[config.mk]
export PLATFORM = sky130hd
export DESIGN_NAME = ogg_page_deframer
export DESIGN_NICKNAME = d
export VERILOG_FILES = /design/src/rtl/ogpd_pkg.sv /design/src/rtl/ogpd_front.sv /design/src/rtl/ogpd_fifo.sv /design/src/rtl/ogpd_back.sv /design/src/rtl/ogg_page_deframer.sv
export SDC_FILE = /design/constraint.sdc
export NUM_CORES = 2
export LEC_CHECK = 0
export BUFFER_PORTS_ARGS = -buffer_cell sky130_fd_sc_hd__buf_2
export CORE_MARGIN = 10
export CORE_UTILIZATION = 50
export DETAILED_ROUTE_END_ITERATION = 16
export GPL_ROUTABILITY_DRIVEN = 1
export GPL_TIMING_DRIVEN = 1
export HOLD_SLACK_MARGIN = 0.15
export PLACE_DENSITY = 0.65
export SYNTH_ARGS = -nofsm -noshare
export SYNTH_HDL_FRONTEND = slang
export SYNTH_SLANG_ARGS = --single-unit
[constraint.sdc]
create_clock -name clk -period 12.6 [get_ports clk]
set_input_delay 0 -clock clk [delete_from_list [all_inputs] [get_ports clk]]
set_output_delay 0 -clock clk [all_outputs]
set_load 0.03 [all_outputs]
[src/rtl/ogpd_pkg.sv]
`timescale 1ns / 1ps

package ogpd_pkg;

  localparam int unsigned TBL_DEPTH  = 255;
  localparam int unsigned FIFO_DEPTH = 4;
  localparam int unsigned FIFO_AW    = $clog2(FIFO_DEPTH);
  localparam int unsigned TDATA_W    = 112;

  localparam logic [7:0] LACE_FULL = 8'hFF;

  // header byte positions
  localparam logic [4:0] HDR_CAP_LAST  = 5'd3;
  localparam logic [4:0] HDR_GRAN_LO   = 5'd6;
  localparam logic [4:0] HDR_GRAN_HI   = 5'd13;
  localparam logic [4:0] HDR_SEQ_LO    = 5'd18;
  localparam logic [4:0] HDR_SEQ_HI    = 5'd21;
  localparam logic [4:0] HDR_SEG_COUNT = 5'd26;

  localparam logic [1:0] ERR_NONE     = 2'd0;
  localparam logic [1:0] ERR_CAPTURE  = 2'd1;
  localparam logic [1:0] ERR_SEQUENCE = 2'd2;
  localparam logic [1:0] ERR_TRUNC    = 2'd3;

  // one stored lacing value; zb marks a zero-length segment just before it
  typedef struct packed {
    logic       zb;
    logic [7:0] len;
  } lace_t;

  typedef struct packed {
    logic        payload_valid;
    logic [7:0]  payload_byte;
    logic        packet_end;
    logic [63:0] page_granule;
    logic [31:0] page_number;
    logic [1:0]  error_code;
  } result_t;

  function automatic logic [7:0] capture_char(input logic [1:0] idx);
    logic [7:0] c;
    case (idx)
      2'd0:    c = 8'h4F; // O
      2'd1:    c = 8'h67; // g
      2'd2:    c = 8'h67; // g
      default: c = 8'h53; // S
    endcase
    return c;
  endfunction

endpackage

[src/rtl/ogpd_front.sv]
`timescale 1ns / 1ps

module ogpd_front (
  input  logic              clk,
  input  logic              rst_n,
  input  logic              acc,
  input  logic [7:0]        data_byte,
  input  logic              stream_end,
  output logic              res_valid,
  output ogpd_pkg::result_t res
);

  localparam logic [1:0] PH_HEADER  = 2'd0;
  localparam logic [1:0] PH_TABLE   = 2'd1;
  localparam logic [1:0] PH_PAYLOAD = 2'd2;

  logic [1:0]  phase_r, phase_nxt;
  logic [4:0]  hdr_idx_r, hdr_idx_nxt;
  logic [63:0] gran_r, gran_nxt;
  logic [31:0] seq_r, seq_nxt;
  logic [31:0] exp_r, exp_nxt;
  logic [7:0]  cnt_r, cnt_nxt;
  logic [7:0]  tbl_idx_r, tbl_idx_nxt;
  logic [7:0]  n_r, n_nxt;
  logic        zrun_r, zrun_nxt;
  logic        trail_r, trail_nxt;
  ogpd_pkg::lace_t e0_r, e0_nxt, e1_r, e1_nxt;
  ogpd_pkg::lace_t nxt_r, nxt_nxt;
  logic        nxt_ok_r, nxt_ok_nxt;
  logic [7:0]  cur_len_r, cur_len_nxt;
  logic [7:0]  rem_r, rem_nxt;
  logic [7:0]  cur_idx_r, cur_idx_nxt;
  logic        open_r, open_nxt;
  logic        err_r, err_nxt;
  logic [1:0]  code_r, code_nxt;

  // compacted segment table: nonzero lacing values only
  ogpd_pkg::lace_t tbl_mem [ogpd_pkg::TBL_DEPTH];
  ogpd_pkg::lace_t tbl_rd_r;
  logic            tbl_we;
  logic [7:0]      tbl_wa;
  ogpd_pkg::lace_t tbl_wd;
  logic [8:0]      rd_addr9;
  logic            tbl_re;

  logic            emit, pv, pend;
  logic            b_nz, seg_end, zf, tbl_end, closes;
  logic [7:0]      n_fin;
  ogpd_pkg::lace_t first_e, second_e;

  always_comb begin
    phase_nxt   = phase_r;
    hdr_idx_nxt = hdr_idx_r;
    gran_nxt    = gran_r;
    seq_nxt     = seq_r;
    exp_nxt     = exp_r;
    cnt_nxt     = cnt_r;
    tbl_idx_nxt = tbl_idx_r;
    n_nxt       = n_r;
    zrun_nxt    = zrun_r;
    trail_nxt   = trail_r;
    e0_nxt      = e0_r;
    e1_nxt      = e1_r;
    nxt_nxt     = nxt_r;
    nxt_ok_nxt  = nxt_ok_r;
    cur_len_nxt = cur_len_r;
    rem_nxt     = rem_r;
    cur_idx_nxt = cur_idx_r;
    open_nxt    = open_r;
    err_nxt     = err_r;
    code_nxt    = code_r;
    emit        = 1'b0;
    pv          = 1'b0;
    pend        = 1'b0;
    tbl_we      = 1'b0;
    b_nz        = (data_byte != 8'd0);
    tbl_wa      = n_r;
    tbl_wd      = '{zb: zrun_r, len: data_byte};
    n_fin       = n_r + {7'd0, b_nz};
    first_e     = (n_r == 8'd0) ? tbl_wd : e0_r;
    second_e    = (n_r == 8'd1) ? tbl_wd : e1_r;
    seg_end     = (rem_r == 8'd1);
    zf          = nxt_ok_r ? nxt_r.zb : trail_r;
    tbl_end     = (({1'b0, tbl_idx_r} + 9'd1) >= {1'b0, cnt_r});
    closes      = open_r && ((n_fin == 8'd0) || first_e.zb);

    if (acc && !err_r) begin
      case (phase_r)
        PH_HEADER: begin
          if (hdr_idx_r <= ogpd_pkg::HDR_CAP_LAST) begin
            if (data_byte != ogpd_pkg::capture_char(hdr_idx_r[1:0])) begin
              err_nxt  = 1'b1;
              code_nxt = ogpd_pkg::ERR_CAPTURE;
            end
          end else if (hdr_idx_r >= ogpd_pkg::HDR_GRAN_LO &&
                       hdr_idx_r <= ogpd_pkg::HDR_GRAN_HI) begin
            gran_nxt = {data_byte, gran_r[63:8]};
          end else if (hdr_idx_r >= ogpd_pkg::HDR_SEQ_LO &&
                       hdr_idx_r <= ogpd_pkg::HDR_SEQ_HI) begin
            seq_nxt = {data_byte, seq_r[31:8]};
            if (hdr_idx_r == ogpd_pkg::HDR_SEQ_HI) begin
              if (seq_nxt != exp_r) begin
                err_nxt  = 1'b1;
                code_nxt = ogpd_pkg::ERR_SEQUENCE;
              end else begin
                exp_nxt = exp_r + 32'd1;
              end
            end
          end
          if (hdr_idx_r >= ogpd_pkg::HDR_SEG_COUNT) begin
            cnt_nxt     = data_byte;
            hdr_idx_nxt = 5'd0;
            tbl_idx_nxt = 8'd0;
            n_nxt       = 8'd0;
            zrun_nxt    = 1'b0;
            phase_nxt   = b_nz ? PH_TABLE : PH_HEADER;
          end else begin
            hdr_idx_nxt = hdr_idx_r + 5'd1;
          end
        end
        PH_TABLE: begin
          tbl_we      = b_nz;
          tbl_idx_nxt = tbl_idx_r + 8'd1;
          zrun_nxt    = !b_nz;
          n_nxt       = n_fin;
          if (b_nz && n_r == 8'd0) e0_nxt = tbl_wd;
          if (b_nz && n_r == 8'd1) e1_nxt = tbl_wd;
          if (tbl_end) begin
            if (closes) begin
              emit     = 1'b1;
              pend     = 1'b1;
              open_nxt = 1'b0;
            end
            if (n_fin == 8'd0) begin
              phase_nxt   = PH_HEADER;
              hdr_idx_nxt = 5'd0;
            end else begin
              phase_nxt   = PH_PAYLOAD;
              cur_len_nxt = first_e.len;
              rem_nxt     = first_e.len;
              cur_idx_nxt = 8'd0;
              nxt_nxt     = second_e;
              nxt_ok_nxt  = (n_fin >= 8'd2);
              trail_nxt   = !b_nz;
            end
          end
        end
        PH_PAYLOAD: begin
          emit     = 1'b1;
          pv       = 1'b1;
          open_nxt = 1'b1;
          rem_nxt  = rem_r - 8'd1;
          if (seg_end) begin
            pend     = (cur_len_r != ogpd_pkg::LACE_FULL) || zf;
            open_nxt = (cur_len_r == ogpd_pkg::LACE_FULL) && !zf;
            if (nxt_ok_r) begin
              cur_len_nxt = nxt_r.len;
              rem_nxt     = nxt_r.len;
              cur_idx_nxt = cur_idx_r + 8'd1;
              nxt_nxt     = tbl_rd_r;
              nxt_ok_nxt  = (({1'b0, cur_idx_r} + 9'd2) < {1'b0, n_r});
            end else begin
              phase_nxt   = PH_HEADER;
              hdr_idx_nxt = 5'd0;
            end
          end
        end
        default: begin
          phase_nxt   = PH_HEADER;
          hdr_idx_nxt = 5'd0;
        end
      endcase

      if (stream_end && !err_nxt &&
          (phase_nxt != PH_HEADER || hdr_idx_nxt != 5'd0 || open_nxt)) begin
        err_nxt  = 1'b1;
        code_nxt = ogpd_pkg::ERR_TRUNC;
      end
    end

    res_valid         = emit || err_nxt;
    res.payload_valid = pv;
    res.payload_byte  = pv ? data_byte : 8'd0;
    res.packet_end    = pend;
    res.page_granule  = gran_nxt;
    res.page_number   = seq_nxt;
    res.error_code    = code_nxt;
  end

  // keeps tbl_rd_r equal to entry cur_idx_r + 2
  assign rd_addr9 = {1'b0, cur_idx_nxt} + 9'd2;
  assign tbl_re   = (rd_addr9 < 9'(ogpd_pkg::TBL_DEPTH));

  always_ff @(posedge clk) begin
    if (tbl_we) tbl_mem[tbl_wa] <= tbl_wd;
    if (tbl_re) begin
      tbl_rd_r <= (tbl_we && tbl_wa == rd_addr9[7:0]) ? tbl_wd : tbl_mem[rd_addr9[7:0]];
    end
  end

  always_ff @(posedge clk) begin
    if (!rst_n) begin
      phase_r   <= PH_HEADER;
      hdr_idx_r <= 5'd0;
      gran_r    <= 64'd0;
      seq_r     <= 32'd0;
      exp_r     <= 32'd0;
      cnt_r     <= 8'd0;
      tbl_idx_r <= 8'd0;
      n_r       <= 8'd0;
      zrun_r    <= 1'b0;
      trail_r   <= 1'b0;
      e0_r      <= '0;
      e1_r      <= '0;
      nxt_r     <= '0;
      nxt_ok_r  <= 1'b0;
      cur_len_r <= 8'd0;
      rem_r     <= 8'd0;
      cur_idx_r <= 8'd0;
      open_r    <= 1'b0;
      err_r     <= 1'b0;
      code_r    <= ogpd_pkg::ERR_NONE;
    end else begin
      phase_r   <= phase_nxt;
      hdr_idx_r <= hdr_idx_nxt;
      gran_r    <= gran_nxt;
      seq_r     <= seq_nxt;
      exp_r     <= exp_nxt;
      cnt_r     <= cnt_nxt;
      tbl_idx_r <= tbl_idx_nxt;
      n_r       <= n_nxt;
      zrun_r    <= zrun_nxt;
      trail_r   <= trail_nxt;
      e0_r      <= e0_nxt;
      e1_r      <= e1_nxt;
      nxt_r     <= nxt_nxt;
      nxt_ok_r  <= nxt_ok_nxt;
      cur_len_r <= cur_len_nxt;
      rem_r     <= rem_nxt;
      cur_idx_r <= cur_idx_nxt;
      open_r    <= open_nxt;
      err_r     <= err_nxt;
      code_r    <= code_nxt;
    end
  end

`ifndef SYNTHESIS
  a_payload_rem: assert property (@(posedge clk) disable iff (!rst_n)
    (phase_r == PH_PAYLOAD) |-> (rem_r != 8'd0))
    else $error("payload phase with no bytes left in segment");
  a_payload_idx: assert property (@(posedge clk) disable iff (!rst_n)
    (phase_r == PH_PAYLOAD) |-> (cur_idx_r < n_r))
    else $error("segment index past stored entries");
  a_err_result: assert property (@(posedge clk) disable iff (!rst_n)
    (acc && err_r) |-> (res_valid && res.error_code != ogpd_pkg::ERR_NONE))
    else $error("latched error without result");
`endif

endmodule

[src/rtl/ogpd_fifo.sv]
`timescale 1ns / 1ps

module ogpd_fifo (
  input  logic              clk,
  input  logic              rst_n,
  input  logic              push,
  input  ogpd_pkg::result_t push_data,
  input  logic              pop,
  output logic              full,
  output logic              not_empty,
  output ogpd_pkg::result_t head
);

  ogpd_pkg::result_t               mem_r [ogpd_pkg::FIFO_DEPTH];
  logic [ogpd_pkg::FIFO_AW-1:0]    wr_ptr_r, wr_ptr_nxt;
  logic [ogpd_pkg::FIFO_AW-1:0]    rd_ptr_r, rd_ptr_nxt;
  logic [ogpd_pkg::FIFO_AW:0]      count_r, count_nxt;
  logic                            do_push, do_pop;

  assign full      = (count_r == (ogpd_pkg::FIFO_AW + 1)'(ogpd_pkg::FIFO_DEPTH));
  assign not_empty = (count_r != '0);
  assign head      = mem_r[rd_ptr_r];
  assign do_push   = push && !full;
  assign do_pop    = pop && not_empty;

  always_comb begin
    wr_ptr_nxt = do_push ? wr_ptr_r + 1'b1 : wr_ptr_r;
    rd_ptr_nxt = do_pop ? rd_ptr_r + 1'b1 : rd_ptr_r;
    count_nxt  = count_r + {{ogpd_pkg::FIFO_AW{1'b0}}, do_push}
                         - {{ogpd_pkg::FIFO_AW{1'b0}}, do_pop};
  end

  always_ff @(posedge clk) begin
    if (do_push) mem_r[wr_ptr_r] <= push_data;
  end

  always_ff @(posedge clk) begin
    if (!rst_n) begin
      wr_ptr_r <= '0;
      rd_ptr_r <= '0;
      count_r  <= '0;
    end else begin
      wr_ptr_r <= wr_ptr_nxt;
      rd_ptr_r <= rd_ptr_nxt;
      count_r  <= count_nxt;
    end
  end

`ifndef SYNTHESIS
  a_no_overflow: assert property (@(posedge clk) disable iff (!rst_n)
    !(push && full))
    else $error("item pushed into full queue");
  a_count_ptrs: assert property (@(posedge clk) disable iff (!rst_n)
    (count_r == '0) |-> (wr_ptr_r == rd_ptr_r))
    else $error("empty queue with unequal pointers");
`endif

endmodule

[src/rtl/ogpd_back.sv]
`timescale 1ns / 1ps

module ogpd_back (
  input  logic              clk,
  input  logic              rst_n,
  input  logic              q_valid,
  input  ogpd_pkg::result_t q_head,
  output logic              q_pop,
  output logic              out_valid,
  output ogpd_pkg::result_t out_res,
  input  logic              out_ready
);

  logic              valid_r, valid_nxt;
  ogpd_pkg::result_t res_r;

  assign q_pop     = q_valid && (!valid_r || out_ready);
  assign valid_nxt = q_pop || (valid_r && !out_ready);
  assign out_valid = valid_r;
  assign out_res   = res_r;

  always_ff @(posedge clk) begin
    if (q_pop) res_r <= q_head;
  end

  always_ff @(posedge clk) begin
    if (!rst_n) begin
      valid_r <= 1'b0;
    end else begin
      valid_r <= valid_nxt;
    end
  end

endmodule

[src/rtl/ogg_page_deframer.sv]
`timescale 1ns / 1ps
// A result goes into the result queue, then into the output register that drives out_*.
// Throughput: one byte per cycle in every phase (header, segment table, payload) while
// the result queue is not full; the segment table memory is read one entry ahead so
// back-to-back short segments keep pace. A four-entry result queue decouples the parser
// from the output register. Reset: synchronous, active low; clears all parser and queue
// control state. The segment table memory is not cleared and needs no clearing pass.

module ogg_page_deframer (
  input  logic                         clk,
  input  logic                         rst_n,
  input  logic                         in_tvalid,
  output logic                         in_tready,
  input  logic [7:0]                   in_tdata,  // data_byte
  input  logic                         in_tlast,  // stream_end
  output logic                         out_tvalid,
  input  logic                         out_tready,
  // payload_byte[7:0], page_granule[71:8], page_number[103:72], error_code[105:104]
  output logic [ogpd_pkg::TDATA_W-1:0] out_tdata,
  output logic                         out_tlast, // packet_end
  output logic                         out_tuser  // payload_valid
);

  logic              acc;
  logic              res_valid;
  ogpd_pkg::result_t res;
  logic              q_full, q_not_empty, q_pop;
  ogpd_pkg::result_t q_head;
  ogpd_pkg::result_t out_res;

  assign in_tready = !q_full;
  assign acc       = in_tvalid && in_tready;

  ogpd_front u_front (
    .clk        (clk),
    .rst_n      (rst_n),
    .acc        (acc),
    .data_byte  (in_tdata),
    .stream_end (in_tlast),
    .res_valid  (res_valid),
    .res        (res)
  );

  ogpd_fifo u_fifo (
    .clk       (clk),
    .rst_n     (rst_n),
    .push      (acc && res_valid),
    .push_data (res),
    .pop       (q_pop),
    .full      (q_full),
    .not_empty (q_not_empty),
    .head      (q_head)
  );

  ogpd_back u_back (
    .clk       (clk),
    .rst_n     (rst_n),
    .q_valid   (q_not_empty),
    .q_head    (q_head),
    .q_pop     (q_pop),
    .out_valid (out_tvalid),
    .out_res   (out_res),
    .out_ready (out_tready)
  );

  assign out_tdata = {6'd0, out_res.error_code, out_res.page_number,
                      out_res.page_granule, out_res.payload_byte};
  assign out_tlast = out_res.packet_end;
  assign out_tuser = out_res.payload_valid;

endmodule
Yosys cells after proc, flatten, opt, wreduce, memory -nomap -nowiden
Memory sizes are Yosys's and may differ from the RTL's. A register that Yosys moved wholly into a read port is not among the register bits.
Index checks and enable logic that the tools add are counted.
Storage, ports and cells
  flip-flop bits (word level): 225
  bits in writable memories: 2727
  bits of input ports: 13
  output and inout port bits: 116
  word-level logic and storage cells: 222
  memories kept: 2
Memory list
  u_front.tbl_mem: words 255, bits a word 9, read ports 1, clocked after Yosys merged registers in 1, wr ports 1, RTL line ogpd_front.sv:38  | ogpd_pkg::lace_t tbl_mem [ogpd_pkg::TBL_DEPTH];
  u_fifo.mem_r: words 4, bits a word 108, read ports 1, clocked after Yosys merged registers in 1, wr ports 1, RTL line ogpd_fifo.sv:14  | ogpd_pkg::result_t mem_r [ogpd_pkg::FIFO_DEPTH];
Cells by class
  $add $sub $neg: 13
  $lt $le $gt $ge: 10
  eq/ne operators: 17
  multiplexer cells: 100
  bitwise logic cells: 4
  reduce and logical (&&, ||, !) cells: 49
Operators with widths (count)
  $mux 64: 4
  $mux 32: 5
  $mux 8: 16
  $pmux 8 s2: 5
  $mux 9: 6
  $mux 1: 34
  $add 32x1->32 const B: 1
  $ne 32x32->1: 1
  $mux 2: 15
  $mux 5: 6
  $add 8x2->9 const B: 2
  $pmux 9 s2: 1
  $add 8x1->8 const B: 2
  $eq 8x1->1 const B: 2
  $logic_not 8->1: 2
  $logic_and 1x1->1: 15
  $pmux 5 s3: 1
  $pmux 6 s2: 1
  $reduce_and 3->1: 4
  $ge 5x5->1 const B: 2
  $pmux 1 s2: 5
  $add 8x1->9 const B: 1
  $ge 9x8->1: 1
  $lt 9x8->1: 1
  other kinds (35): 60

Longest topological paths before layout
  word-level depth: 21
  gate-level depth with buffers: 31
  mapped depth without buffers: 21

Hierarchy
A second synthesis with hierarchy kept.
Unflattened totals
  cell total of the unflattened synthesis: 8367
  area total of the unflattened synthesis: 122038.3 um2
By module, submodules not included
  ogpd_front: times used 1, cells an instance 7633, area an instance 102664.7 um2, seq. area each 73530.5 um2
  ogpd_fifo: times used 1, cells an instance 612, area an instance 16015.4 um2, seq. area each 13152.6 um2
  ogpd_back: times used 1, cells an instance 112, area an instance 3290.7 um2, seq. area each 3263.1 um2
  ogg_page_deframer: times used 1, cells an instance 10, area an instance 67.6 um2, seq. area each 0.0 um2

Worst setup path after synthesis
OpenSTA, ideal clock, no wires.
  kind: flip-flop to flip-flop
  from: register u_front.zrun_r
  to: memory u_fifo.mem_r[0][0] in the netlist's numbering, enable pin
  library setup time: 479 ps
  arrival time: 7325 ps
  required time: 12121 ps
  slack: 4796 ps
  stages on the path, launching flop included: 8
  path buffers: 0
  clock period less this slack: 7804 ps
  cells stage by stage: dfxtp_1 mux2i_1 a21oi_1 a31oi_1 nor3b_1 inv_1 a31oi_1 and2_1
On the way
  word-level cells in the longest chain between the ends: 16
  elaborated cells between the ends (all ways): 20
  those cells by class: mux (13); reduce/logical (7)
RTL lines
  start: declaration: RTL line ogpd_front.sv:25  | logic zrun_r, zrun_nxt;
  start signal: assignment: RTL line ogpd_front.sv:232  | zrun_r <= zrun_nxt;
  $mux 9 (*): RTL line ogpd_front.sv:80  | first_e = (n_r == 8'd0) ? tbl_wd : e0_r;
  $logic_or 1x1->1 (*): RTL line ogpd_front.sv:85  | closes = open_r && ((n_fin == 8'd0) || first_e.zb);
  $logic_and 1x1->1 (*): RTL line ogpd_front.sv:85
  $mux 1: RTL line ogpd_front.sv:129  | if (closes) begin
  $mux 1: RTL line ogpd_front.sv:128  | if (tbl_end) begin
  $pmux 1 s2: RTL line ogpd_front.sv:88  | case (phase_r)
  $mux 1: RTL line ogpd_front.sv:87  | if (acc && !err_r) begin
  $logic_or 1x1->1: RTL line ogpd_front.sv:175  | (phase_nxt != PH_HEADER || hdr_idx_nxt != 5'd0 || open_nxt)) begin
  $logic_and 1x1->1: RTL line ogpd_front.sv:174  | if (stream_end && !err_nxt &&
  $mux 1: RTL line ogpd_front.sv:174
  $mux 1: RTL line ogpd_front.sv:87
  $logic_or 1x1->1 (*): RTL line ogpd_front.sv:181  | res_valid = emit || err_nxt;
  $logic_and 1x1->1 (*): RTL line ogg_page_deframer.sv:47  | .push (acc && res_valid),
  $logic_and 1x1->1 (*): RTL line ogpd_fifo.sv:23  | assign do_push = push && !full;
  net u_fifo.do_push: RTL line ogpd_fifo.sv:18  | logic do_push, do_pop;
  $mux 1 (*): RTL line ogpd_fifo.sv:34  | if (do_push) mem_r[wr_ptr_r] <= push_data;
  $mux 1 (not written as such) (*): RTL line ogpd_fifo.sv:34
  end: declaration: RTL line ogpd_fifo.sv:14
Mark *: on every way through the listed nets, which the timed path passes. The rest lies on a longest branch. The select of a mux whose other input is x is not followed.

Worst setup path after layout
  from: input port in_tdata[7]
  to: register, netlist name u_front.tbl_rd_r[1]
On the way
  word-level cells in the longest chain between the ends: 9
RTL lines
  start: declaration: RTL line ogg_page_deframer.sv:14  | input logic [7:0] in_tdata,
  $reduce_bool 8->1 (*): RTL line ogpd_front.sv:76  | b_nz = (data_byte != 8'd0);
  $add 8x1->8 (*): RTL line ogpd_front.sv:79  | n_fin = n_r + {7'd0, b_nz};
  $logic_not 8->1 (*): RTL line ogpd_front.sv:134  | if (n_fin == 8'd0) begin
  $mux 8 (*): RTL line ogpd_front.sv:134
  $mux 8 (*): RTL line ogpd_front.sv:128
  $pmux 8 s2 (*): RTL line ogpd_front.sv:88
  $mux 8 (*): RTL line ogpd_front.sv:87
  $add 8x2->9 (*): RTL line ogpd_front.sv:191  | assign rd_addr9 = {1'b0, cur_idx_nxt} + 9'd2;
  $lt 9x8->1: RTL line ogpd_front.sv:192  | assign tbl_re = (rd_addr9 < 9'(ogpd_pkg::TBL_DEPTH));
Every way passes the cells marked *; elsewhere a longest branch is shown, timed or not.
A chain may end at the register's enable or synchronous reset.

==> out/results.ini <==
[logic_synthesis]
synth-seq-cells=3069
synth-main-ff-cell=edfxtp_1
yosysUniqueCellTypes=87
ys_seq_area_share_pct=73.2
ys.warnings.count=0
syn_area_um2=123000
async_reset_ff_share_pct=0
synth_area_leaders=edfxtp_1 70%, nand2_1 5.0%, dfxtp_1 3.7%, mux4_2 2.9%, nand3_1 2.3%
synth.largest_area_cell=edfxtp_1
synth_edf_count=2844
synth_top_area_share_pct=69.5
syn_area_per_cell_um2=14.3
synthCells=8596

[clock_tree]
cts.clk_slew.worst_paths_ps=60
cts_buffers=326
root_buffer=clkbuf_16
htree_levels=5
cts_setup_buffers=0
cts_hold_buffers=30
clk_latency_ps=970
cts_tree=yes
clock-sinks=3069
cts_resized=0
cts_max_path_buffers=4

[floorplanning]
core_um2=244000
die_area_um2=266000
die_x_um=516
chipHeight_um=516
io_pins=129
num_rows=181
start_util_pct=50.3

[power]
irDropWorstVdd_mv=0.126
powerDensity_nw_per_um2=163
leakagePower_nw=47.5

[worst_setup_path]
end_kind=flip-flop
cp.arrival_ps=9410
cpMaxStageDelayCell=buf_4
worstSetupStartpoint=in_tdata[7]
slowest_delay_ps=880
worstPathBufferInverterCount=6
r2r-start=u_front.tbl_idx_r[0]
startpoint_type=input port
cp_top_family=buffers and inverters
crit_type=input port to flip-flop
cp_max_fo=80
required_ps=13380
path_cells=dlygate4sd3_1 -> dlygate4sd3_1 -> buf_8 -> nor4_1 -> and2_1 -> inv_1 -> ha_1 -> and3_1 -> and4_1 -> xnor2_1 -> a31o_2 -> o21ai_0 -> nand2_4 -> ha_4 -> xnor2_4 -> buf_4 -> buf_4 -> mux4_2 -> a32oi_1 -> a311oi_1 -> or4_1 -> o2111ai_1

[sta]
timing.slew.headroom_pct=1.23
setup_slack_ps=3970
tightest_slew_ps=1480
layout_worst_path_cycle_share_pct=68.5
slew_violations=0
period_minus_slack_ps=8630
rsz0062_at_grt=false
finalSetupViolCount=0
fin_skew_ps=50.9
tns_ps=0
timing.fmax_ghz=0.116
hold_viol=0

[final_layout]
layout_common_cells=2,844 x edfxtp_1, 1,636 x nand2_1, 555 x nand3_1, 403 x nor2_1, 335 x clkbuf_16
nets=8696
drive_gt1_share_pct=11.7
synthToLayoutAreaGrowth_pct=11.6
post_layout_nonfiller_instances=12087
final_common_cell=edfxtp_1

[grt]
grt-ovfl-total=0
grt.total_usage_pct=25.7
grt_pass1_wl_mm=510
antenna_found_initial=13
grt_max_degree=175
grt_pass1_vias=72568

[job]
cap_violations=0

[min_path]
min_path_type=input port to flip-flop
min_from=in_tdata[4]

[detailed_routing]
routed_wl_mm=352
drt-wirelength-per-cell_um=29.1
dr.pass1.iters=6
num_vias=76275
vias_per_cell=6.31
ant_nets=0
drt-initial-drc-count=10417
drcViolationCount=0

[placement]
io_buffers=122
dp_cells=11487
dpl.hpwl_mm=203
place_ws_ps=4360
gp_congestion=0.913

[outcome]
status=finished clean

[sequential cells by signal, indices dropped and copies added (netlist names), 2 cells and up]
signal	cells
u_fifo.rd_ptr_r	2
u_front.gran_r	64
u_front.cur_len_r	8
u_front.exp_r	32
u_front.phase_r	2
u_front.tbl_idx_r	8
u_front.e1_r	9
u_front.tbl_mem	2295
u_front.hdr_idx_r	5
u_front.code_r	2
u_fifo.mem_r	432
u_front.e0_r	9
u_front.rem_r	8
u_fifo.wr_ptr_r	2
u_front.cur_idx_r	8
u_fifo.count_r	3
u_front.seq_r	32
u_front.tbl_rd_r	9
u_front.nxt_r	9
u_front.n_r	8
u_back.out_res	108
u_front.cnt_r	8
[path summary, 6_finish.rpt]
check	to	slack (ps)	cells after the start
hold / removal	u_front.tbl_mem[35][4]	190	3
setup reg to reg	u_front.tbl_rd_r[1]	4320	20
hold reg to reg	u_front.e0_r[8]	460	2
setup / recovery	u_front.tbl_rd_r[1]	3970	22
[kinds of logic after synthesis]
| kind of cell | share of synthesized area (%) |
|---|---|
| simple gates | 11.5 |
| flops | 73.2 |
| compound gates | 6.28 |
| buf+inv | 2.18 |
| mux | 5.73 |
| xor+xnor | 0.704 |
| fa+ha+maj | 0.414 |
| other cells | 0.00305 |
[cell type report]
class / instances / area (um2)
clock inverter: 142 / 1230
timing repair buffer: 301 / 2360
clock buffer: 424 / 8820
tap: 3202 / 4010
fill: 19007 / 107000
multi-input combinational: 4890 / 30500
inverter: 55 / 215
sequential: 3069 / 89900
antenna: 4 / 10.0
[where the power goes]
part / switching (W) / leakage [nW] / total [W] / internal [W]
clock: 0.00386 / 4.87 / 0.00917 / 0.00531
combinational: 0.00103 / 14.1 / 0.00149 / 0.000457
sequential: 0.000132 / 28.5 / 0.0117 / 0.0116
[layer usage]
metal / share of wire (%) / GRT usage (%)
met2: 45 / 38.9
met4: 4.6 / 10.7
met1: 39 / 35.8
met3: 11 / 6.38
met5: 0.045 / 0.234
[cell usage after synthesis (all sizes together) (6+ instances only)]
library cell and n:
nand2 1651, inv 53, a311o 10, a31oi 140, dfxtp 225, a221oi 8
o221ai 6, a221o 6, a21oi 155, o211ai 14, a311oi 195, a2111oi 7
edfxtp 2844, o311ai 10, a211o 12, nand2b 6, nand4 27, a32oi 48
o21ai 99, and2 120, ha 39, nor4 36, clkbuf 332, a22oi 20
a21boi 6, buf 255, or4 9, and3 265, a41oi 6, o22ai 19
mux2i 241, xor2 66, nor2 415, mux2 97, o2111ai 10, mux4 157
o31ai 13, xnor2 28, nor3 59, a211oi 231, nand3 555, or3 18
[worst register-to-register path, delay by kind of cell, from the launching register on]
family          cells  cell delay, ps
buf+inv             2            1460
mux                 1             730
flops               1             410
fa+ha+maj           3             850
compound gates      8            2580
xor+xnor            2             430
simple gates        4            1690
[through the flow]
step / total power, W / util, % / hold WS, ps / area, um2
after global placement: 0.0134 / 51.9 / 369 / 127000
after floorplan: 0.0129 / - / 98.9 / 123000
final: 0.0224 / 56.2 / 191 / 137000
after detailed placement: 0.0134 / 51.9 / 371 / 127000
after global routing: 0.0230 / 56.2 / 197 / 137000
after CTS: 0.0225 / 56.2 / 151 / 137000
No activity file was read; power rests on OpenSTA's default activity.
